File: src/rtl/derenc_pkg.sv
// Package for the DER header and integer encoder: opcodes, DER constants,
// the command word passed from front to back, and the byte-order helper.
// No dependencies.
`timescale 1ns / 1ps

package derenc_pkg;

  // Request opcodes carried on the input tuser.
  typedef enum logic [1:0] {
    OP_HEADER = 2'd0,
    OP_INT    = 2'd1,
    OP_NULL   = 2'd2,
    OP_RSVD   = 2'd3
  } op_t;

  localparam logic [7:0] TAG_INTEGER   = 8'h02;
  localparam logic [7:0] TAG_NULL      = 8'h05;
  localparam logic [7:0] LEN_ZERO      = 8'h00;
  localparam logic [7:0] LEN_LONG_FORM = 8'h80;
  localparam logic [4:0] HIGH_TAG_FORM = 5'h1F;

  localparam int MAX_BYTES = 6;
  localparam int CNT_W     = 3;

  // Queue depth must be a power of two so that the pointers wrap freely.
  localparam int QUEUE_DEPTH = 2;
  localparam int QPTR_W      = $clog2(QUEUE_DEPTH);
  localparam int QCNT_W      = $clog2(QUEUE_DEPTH + 1);

  // One encoded request: up to six bytes, first byte in element 0.
  typedef struct packed {
    logic                           err;
    logic [CNT_W-1:0]               cnt;
    logic [MAX_BYTES-1:0][7:0]      bytes;
  } cmd_t;

  // The low n bytes of w in big-endian order, first emitted byte lowest.
  function automatic logic [3:0][7:0] be_bytes(input logic [31:0] w,
                                               input logic [2:0]  n);
    logic [3:0][7:0] r;
    r = '0;
    unique case (n)
      3'd1: r[0] = w[7:0];
      3'd2: begin
        r[0] = w[15:8];
        r[1] = w[7:0];
      end
      3'd3: begin
        r[0] = w[23:16];
        r[1] = w[15:8];
        r[2] = w[7:0];
      end
      3'd4: begin
        r[0] = w[31:24];
        r[1] = w[23:16];
        r[2] = w[15:8];
        r[3] = w[7:0];
      end
      default: r = '0;
    endcase
    return r;
  endfunction

endpackage

File: src/rtl/derenc_front.sv
// Front end of the DER encoder: accepts requests, builds the full byte
// image and count of each one, and holds it in a stage register.
// Depends on derenc_pkg.
`timescale 1ns / 1ps

module derenc_front (
  input  logic               clk,
  input  logic               rst_n,
  input  logic               in_tvalid,
  output logic               in_tready,
  input  logic [71:0]        in_tdata,
  input  logic [1:0]         in_tuser,
  output logic               cmd_valid,
  input  logic               cmd_ready,
  output derenc_pkg::cmd_t   cmd
);
  import derenc_pkg::*;

  logic [7:0]  tag;
  logic [31:0] length;
  logic [31:0] int_value;
  logic [31:0] mag;
  logic [2:0]  nlen;
  logic [2:0]  icnt;
  logic [3:0][7:0] len_be;
  logic [3:0][7:0] int_be;
  cmd_t        cmd_nxt;
  cmd_t        cmd_r;
  logic        valid_r;

  assign tag       = in_tdata[7:0];
  assign length    = in_tdata[39:8];
  assign int_value = in_tdata[71:40];

  // Magnitude in the sense of minimal two's-complement width.
  assign mag = int_value ^ {32{int_value[31]}};

  always_comb begin
    if (length[31:24] != 8'd0)      nlen = 3'd4;
    else if (length[23:16] != 8'd0) nlen = 3'd3;
    else if (length[15:8] != 8'd0)  nlen = 3'd2;
    else                            nlen = 3'd1;

    if (mag[31:7] == 25'd0)       icnt = 3'd1;
    else if (mag[31:15] == 17'd0) icnt = 3'd2;
    else if (mag[31:23] == 9'd0)  icnt = 3'd3;
    else                          icnt = 3'd4;
  end

  assign len_be = be_bytes(length, nlen);
  assign int_be = be_bytes(int_value, icnt);

  always_comb begin
    cmd_nxt = '0;
    unique case (op_t'(in_tuser))
      OP_HEADER: begin
        if (tag[4:0] == HIGH_TAG_FORM) begin
          cmd_nxt.err = 1'b1;
          cmd_nxt.cnt = 3'd1;
        end else if (length[31:7] == 25'd0) begin
          cmd_nxt.cnt      = 3'd2;
          cmd_nxt.bytes[0] = tag;
          cmd_nxt.bytes[1] = length[7:0];
        end else begin
          cmd_nxt.cnt        = 3'd2 + nlen;
          cmd_nxt.bytes[0]   = tag;
          cmd_nxt.bytes[1]   = LEN_LONG_FORM | {5'd0, nlen};
          cmd_nxt.bytes[5:2] = len_be;
        end
      end
      OP_INT: begin
        cmd_nxt.cnt        = 3'd2 + icnt;
        cmd_nxt.bytes[0]   = TAG_INTEGER;
        cmd_nxt.bytes[1]   = {5'd0, icnt};
        cmd_nxt.bytes[5:2] = int_be;
      end
      OP_NULL: begin
        cmd_nxt.cnt      = 3'd2;
        cmd_nxt.bytes[0] = TAG_NULL;
        cmd_nxt.bytes[1] = LEN_ZERO;
      end
      OP_RSVD: begin
        cmd_nxt.err = 1'b1;
        cmd_nxt.cnt = 3'd1;
      end
      default: cmd_nxt = '0;
    endcase
  end

  assign in_tready = !valid_r || cmd_ready;

  always_ff @(posedge clk) begin
    if (!rst_n) begin
      valid_r <= 1'b0;
    end else if (in_tready) begin
      valid_r <= in_tvalid;
    end
  end

  always_ff @(posedge clk) begin
    if (in_tready) begin
      cmd_r <= cmd_nxt;
    end
  end

  assign cmd_valid = valid_r;
  assign cmd       = cmd_r;

endmodule

File: src/rtl/derenc_queue.sv
// Short command queue between the front and back of the DER encoder.
// Depends on derenc_pkg.
`timescale 1ns / 1ps

module derenc_queue (
  input  logic               clk,
  input  logic               rst_n,
  input  logic               push_valid,
  output logic               push_ready,
  input  derenc_pkg::cmd_t   push_cmd,
  output logic               pop_valid,
  input  logic               pop,
  output derenc_pkg::cmd_t   head
);
  import derenc_pkg::*;

  cmd_t              mem [QUEUE_DEPTH];
  logic [QPTR_W-1:0] wr_ptr_r;
  logic [QPTR_W-1:0] rd_ptr_r;
  logic [QCNT_W-1:0] count_r;
  logic              do_push;
  logic              do_pop;

  assign push_ready = (count_r != QCNT_W'(QUEUE_DEPTH));
  assign pop_valid  = (count_r != '0);
  assign do_push    = push_valid && push_ready;
  assign do_pop     = pop && pop_valid;
  assign head       = mem[rd_ptr_r];

  always_ff @(posedge clk) begin
    if (do_push) begin
      mem[wr_ptr_r] <= push_cmd;
    end
  end

  always_ff @(posedge clk) begin
    if (!rst_n) begin
      wr_ptr_r <= '0;
      rd_ptr_r <= '0;
      count_r  <= '0;
    end else begin
      if (do_push) wr_ptr_r <= wr_ptr_r + 1'b1;
      if (do_pop)  rd_ptr_r <= rd_ptr_r + 1'b1;
      if (do_push && !do_pop)      count_r <= count_r + 1'b1;
      else if (do_pop && !do_push) count_r <= count_r - 1'b1;
    end
  end

endmodule

File: src/rtl/derenc_back.sv
// Back end of the DER encoder: walks the queued command one byte per
// unstalled cycle into a registered output. Depends on derenc_pkg.
`timescale 1ns / 1ps

module derenc_back (
  input  logic               clk,
  input  logic               rst_n,
  input  logic               cmd_valid,
  output logic               cmd_pop,
  input  derenc_pkg::cmd_t   cmd,
  output logic               out_tvalid,
  input  logic               out_tready,
  output logic [7:0]         out_tdata,
  output logic               out_tlast,
  output logic [0:0]         out_tuser
);
  import derenc_pkg::*;

  logic [CNT_W-1:0] idx_r;
  logic [7:0]       cur_byte;
  logic             is_last;
  logic             advance;
  logic             emit;
  logic             valid_r;
  logic [7:0]       byte_r;
  logic             last_r;
  logic             err_r;

  always_comb begin
    unique case (idx_r)
      3'd0:    cur_byte = cmd.bytes[0];
      3'd1:    cur_byte = cmd.bytes[1];
      3'd2:    cur_byte = cmd.bytes[2];
      3'd3:    cur_byte = cmd.bytes[3];
      3'd4:    cur_byte = cmd.bytes[4];
      3'd5:    cur_byte = cmd.bytes[5];
      default: cur_byte = 8'd0;
    endcase
  end

  assign is_last = (idx_r == cmd.cnt - 3'd1);
  assign advance = !valid_r || out_tready;
  assign emit    = advance && cmd_valid;
  assign cmd_pop = emit && is_last;

  always_ff @(posedge clk) begin
    if (!rst_n) begin
      valid_r <= 1'b0;
      idx_r   <= '0;
    end else begin
      if (advance) valid_r <= cmd_valid;
      if (emit) idx_r <= is_last ? '0 : idx_r + 1'b1;
    end
  end

  always_ff @(posedge clk) begin
    if (emit) begin
      byte_r <= cur_byte;
      last_r <= is_last;
      err_r  <= cmd.err;
    end
  end

  assign out_tvalid   = valid_r;
  assign out_tdata    = byte_r;
  assign out_tlast    = last_r;
  assign out_tuser[0] = err_r;

endmodule

File: src/rtl/der_header_and_integer_encoder.sv
// DER header and integer encoder. A request passes the front stage register,
// then the queue write, then the output register before its first byte is
// valid. Throughput: one byte per cycle while out_tready is high; a request
// yields n bytes (1 to 6), and requests are taken every cycle while the
// two-entry queue has room.
// Reset (synchronous, rst_n low) empties the stage, queue and output.
`timescale 1ns / 1ps

module der_header_and_integer_encoder (
  input  logic        clk,
  input  logic        rst_n,
  // Request word.
  input  logic        in_tvalid,
  output logic        in_tready,
  input  logic [71:0] in_tdata,   // tag [7:0], length [39:8], int_value [71:40]
  input  logic [1:0]  in_tuser,   // op [1:0]: header, integer, null
  // Encoded byte word.
  output logic        out_tvalid,
  input  logic        out_tready,
  output logic [7:0]  out_tdata,  // out_byte [7:0]
  output logic        out_tlast,  // set on the final byte of a request
  output logic [0:0]  out_tuser   // error [0]: request rejected
);
  import derenc_pkg::*;

  // The front end turns each request into a complete byte image with its
  // count, so the back end only has to walk bytes. Rejected requests (high
  // tag form in header mode, or the unused opcode) become a single zero
  // byte with the error flag.
  logic fq_valid;
  logic fq_ready;
  cmd_t fq_cmd;
  logic qb_valid;
  logic qb_pop;
  cmd_t qb_cmd;

  derenc_front u_front (
    .clk       (clk),
    .rst_n     (rst_n),
    .in_tvalid (in_tvalid),
    .in_tready (in_tready),
    .in_tdata  (in_tdata),
    .in_tuser  (in_tuser),
    .cmd_valid (fq_valid),
    .cmd_ready (fq_ready),
    .cmd       (fq_cmd)
  );

  // The queue lets the front keep accepting while a long request drains.
  derenc_queue u_queue (
    .clk        (clk),
    .rst_n      (rst_n),
    .push_valid (fq_valid),
    .push_ready (fq_ready),
    .push_cmd   (fq_cmd),
    .pop_valid  (qb_valid),
    .pop        (qb_pop),
    .head       (qb_cmd)
  );

  // The back end emits one byte per cycle when not stalled and pops the
  // command on its last byte, so consecutive requests follow without a gap.
  derenc_back u_back (
    .clk        (clk),
    .rst_n      (rst_n),
    .cmd_valid  (qb_valid),
    .cmd_pop    (qb_pop),
    .cmd        (qb_cmd),
    .out_tvalid (out_tvalid),
    .out_tready (out_tready),
    .out_tdata  (out_tdata),
    .out_tlast  (out_tlast),
    .out_tuser  (out_tuser)
  );

endmodule

File: config.mk
export PLATFORM = sky130hd
export DESIGN_NAME = der_header_and_integer_encoder
export DESIGN_NICKNAME = d
export VERILOG_FILES = /design/src/rtl/derenc_pkg.sv /design/src/rtl/derenc_front.sv /design/src/rtl/derenc_queue.sv /design/src/rtl/derenc_back.sv /design/src/rtl/der_header_and_integer_encoder.sv
export SDC_FILE = /design/constraint.sdc
export NUM_CORES = 1
export LEC_CHECK = 0
export BUFFER_PORTS_ARGS = -buffer_cell sky130_fd_sc_hd__buf_2
export CORE_ASPECT_RATIO = 0.75
export CORE_MARGIN = 3
export CORE_UTILIZATION = 40
export CTS_CLUSTER_DIAMETER = 40
export DETAILED_ROUTE_END_ITERATION = 6
export PLACE_DENSITY_LB_ADDON = 0.12
export SLEW_MARGIN = 20
export SYNTH_ARGS = -nofsm -noshare
export SYNTH_HDL_FRONTEND = slang
export SYNTH_SLANG_ARGS = --single-unit
export TNS_END_PERCENT = 100
File: constraint.sdc
create_clock -name clk -period 5.15 [get_ports clk]
set_clock_uncertainty 0.2 [all_clocks]
set_input_delay 1.03 -clock clk [delete_from_list [all_inputs] [get_ports clk]]
set_output_delay 1.03 -clock clk [all_outputs]
set_load 0.03 [all_outputs]
==> summary.md <==
| Metric | Value |
|---|---|
| Fraction of synthesized area in multiplexers | 6.64% |
| Area fraction in and, or, nand and nor cells after synthesis | 8.96% |
| Async SR Flop Fraction | 0% |
| Reg2reg setup slack | around 2.3 ns |
| Crit path DAT | about 3.5 ns |
| Core footprint | about 0.020 sq mm |
| Design area | approximately 0.0094 sq mm |
| Via count | roughly 5.7k |
| Worst R2R End | u_queue.count_r[1] |
| Multi-input gate area | between 0.002 and 0.003 sq mm |
| Gr ovfl total | 0 |
| Area leader, netlist | edfxtp_1 |
| Antenna fix cells | 0 |
| Worst min path class | reg2reg |
| Slowest-stage cell, CP | a222oi_1 |
| Most frequent cells after synthesis | edfxtp_1, nand2_1, nor2_1 |
| Largest net degree at the start of global routing | 54 |
| First-pass GRT wire length | roughly 33000 microns |
| Slew Limit Fails | 0 |
| Area delta synth->final | 16.6% |
| Detail Route Antenna Nets | 0 |
| Vias per inst | around 6 |
| Max Fclk | ~280 MHz |
| Maximum vdd drop | about 230 uV |
| Synthesized area per cell | between 10 and 15 sq um |
| Hold Buf Count CTS | 0 |
| Final Wtd Congestion | around 0.92 |
| Area share of the largest cell type after synthesis | 61.8% |
| CTS tree | done |
| Clock buffer depth | 2 |
| Power per standard cell area | between 300 and 400 mW/mm^2 |
| Post_cts resized | 0 |
| Flops & latches, synth | approximately 180 |
| Tmin final | 3.63 ns |
| First-pass DRT Iterations | 7 |
| Clock latency on the worst-skew pair | roughly 0.42 ns |
| Area contributors post-synth | edfxtp_1, mux4_2, mux2_2 |
| Initial Utilization | about 41% |
| Max-Cap Viols | 0 |
| Std cell rows | 44 |
| Cell variety after synth | 64 |
| Die Wd | roughly 170 microns |
| Die area | 0.0219 sq mm |
| Worst path cell trace | buf_2, or4_1, or3_1, a222oi_1, nand2b_1, o32ai_1 |
| Kind of critical path | in2reg |
| Cells on Worst Hold Path | 0 |
| Fill count | around 1.7k |
| Buffers on Ports | ~90 |
| Post-synthesis sequential area ratio | around 64% |
| EDFF count, synth | 166 |
| Tightest Pin Transition | a little over 1 ns |
| Yosys warns | 0 |
| Worst relative slew slack | 31.5% |
| Synthesized area | 0.00806 sq mm |
| Final clock period utilization by the worst path | between 70% and 80% |
| WP buf/inv | 1 |
| Endpoints failing setup | 0 |
| Final HPWL DP | 16400 microns |
| R2R depth | 7 |
| Leakage | 3.35 nW |
| Io pins | 90 |
| CTS H-tree depth | 4 |
| Reg area | a little over 0.005 sq mm |
| CTS clk-pin slew, worst paths | roughly 0.070 ns |
| Adder-cell share of the synthesized area | roughly 1.7% |
| DRC violation total after the first TritonRoute iteration | about 680 |
| Antenna violations before repair | 0 |
| Ys flop type | edfxtp_1 |
| TNS Setup | 0 ns |
| Main combinational cell family by area after synthesis | compound AO/OA/AOI/OAI gates |
| Die height | between 100 and 150 microns |
| Nets | 756 |
| WL/cell | roughly 24 microns |
| Area of placed instances | ~0.0088 sq mm |
| Syn Inst Count | between 500 and 600 |
| RSZ-0062 raised after global routing | no |
| Hold path start | u_front.cmd[6] |
| Tot GR Track Use | between 20 and 25% |
| Crit end category | register |
| Number of clock sinks | 176 |
| Crit-path max FO | 9 |
| CP required | approximately 5 ns |
| Most common cell in the netlist | edfxtp_1 |
| Outcome | completed |
| Worst Setup SP | in_tdata[67] |
| Final Hold Vio Count | 0 |
| Critical path's top delay family | simple AND/OR/NAND/NOR gates |
| Worst hold path endpoint | u_queue.mem[1][6] |
| Syn nets | about 660 |
| CTS buffer count | 17 |
| Area fraction in compound gates after synthesis | 15.4% |
| CP Launch Type | primary input |
| Layout cells sized above 1 | approximately 25% |
| Xor/xnor share of the synthesized area | less than 1% |
| Final wirelength | ~22000 microns |
| DRC | 0 |
| Number of global-route vias before repair | 5458 |
| Root buffer cell | clkbuf_16 |
| Slowest cell delay on critical path | roughly 0.83 ns |
| Post-CTS setup buffer count | 0 |
==> registers in the layout, summed over array words and instances (netlist names), named ones only <==
name               flops
u_queue.count_r        2
u_back.out_tdata       8
u_queue.mem          104
u_queue.rd_ptr_r       1
u_back.out_tlast       1
u_back.out_tvalid      1
u_front.cmd_valid      1
u_back.out_tuser       1
u_front.cmd           52
u_back.idx_r           3
u_queue.wr_ptr_r       1
==> metal layers <==
metal	share of wire (%)	GRT usage (%)
met4	1.6	5.82
met1	47	31.6
met5	0	0
met3	8.1	5.41
met2	43	29.3
==> cells by family after synthesis <==
kind of cell,after synthesis
AO/OA/AOI/OAI,160
XOR/XNOR,7
adder cells (fa/ha/maj),11
buffers and inverters,45
flip-flops,176
multiplexers,36
AND/OR/NAND/NOR,139
==> cells in the final DEF (no fill, tap or decap), types with 11 or more instances in the layout <==
master	synthesis	routed
edfxtp_1	166	166
buf_2	2	89
nand2_1	37	37
nor2_1	25	24
o21ai_0	24	24
mux2_2	20	20
inv_1	17	17
clkbuf_16	0	17
and2_1	15	15
a22oi_1	13	13
nand3_1	12	12
mux4_2	12	12
buf_4	0	12
ha_1	11	11
==> power breakdown <==
group | internal, mW | switching (mW)
logic | 0.195 | 0.343
clock network | 0.676 | 0.553
registers | 1.75 | 0.0665
total | 2.62 | 0.962
==> through the flow <==
| stage | utilization [%] | power [mW] | hold WS (ns) | std cells | worst slack [ns] |
|---|---|---|---|---|---|
| final | 48.1 | 3.58 | 0.246 | 933 | 1.52 |
| after global routing | 48.1 | 3.73 | 0.253 | 933 | 1.28 |
| after CTS | 48.0 | 3.61 | 0.247 | 932 | 1.57 |
| after detailed placement | 45.1 | 2.38 | 0.230 | 900 | 1.12 |
| after global placement | 45.1 | 2.37 | 0.223 | 900 | 1.24 |
| after floorplan | - | 2.16 | 0.221 | 574 | 1.66 |
==> cell type report <==
cell class	instances	share of cell area (%)
clock buffer	18	4.56
sequential	176	55.2
multi-input combinational	353	28.8
timing repair buffer	102	5.99
inverter	17	0.679
tap	253	3.37
clock inverter	14	1.45
==> how the worst max path moves through the flow <==
stage | endpoint | slack, ns | cells after the start
6_report | u_front.cmd[26] | 1.52 | 6
5_1_grt | u_front.cmd[26] | 1.28 | 6
4_1_cts | u_front.cmd[26] | 1.57 | 6
3_5_place_dp | u_front.cmd[26] | 1.12 | 6
3_3_place_gp | u_front.cmd[31] | 1.24 | 6
2_1_floorplan | u_queue.count_r[1] | 1.66 | 11
Note: power is estimated with default switching activity, not from simulation.
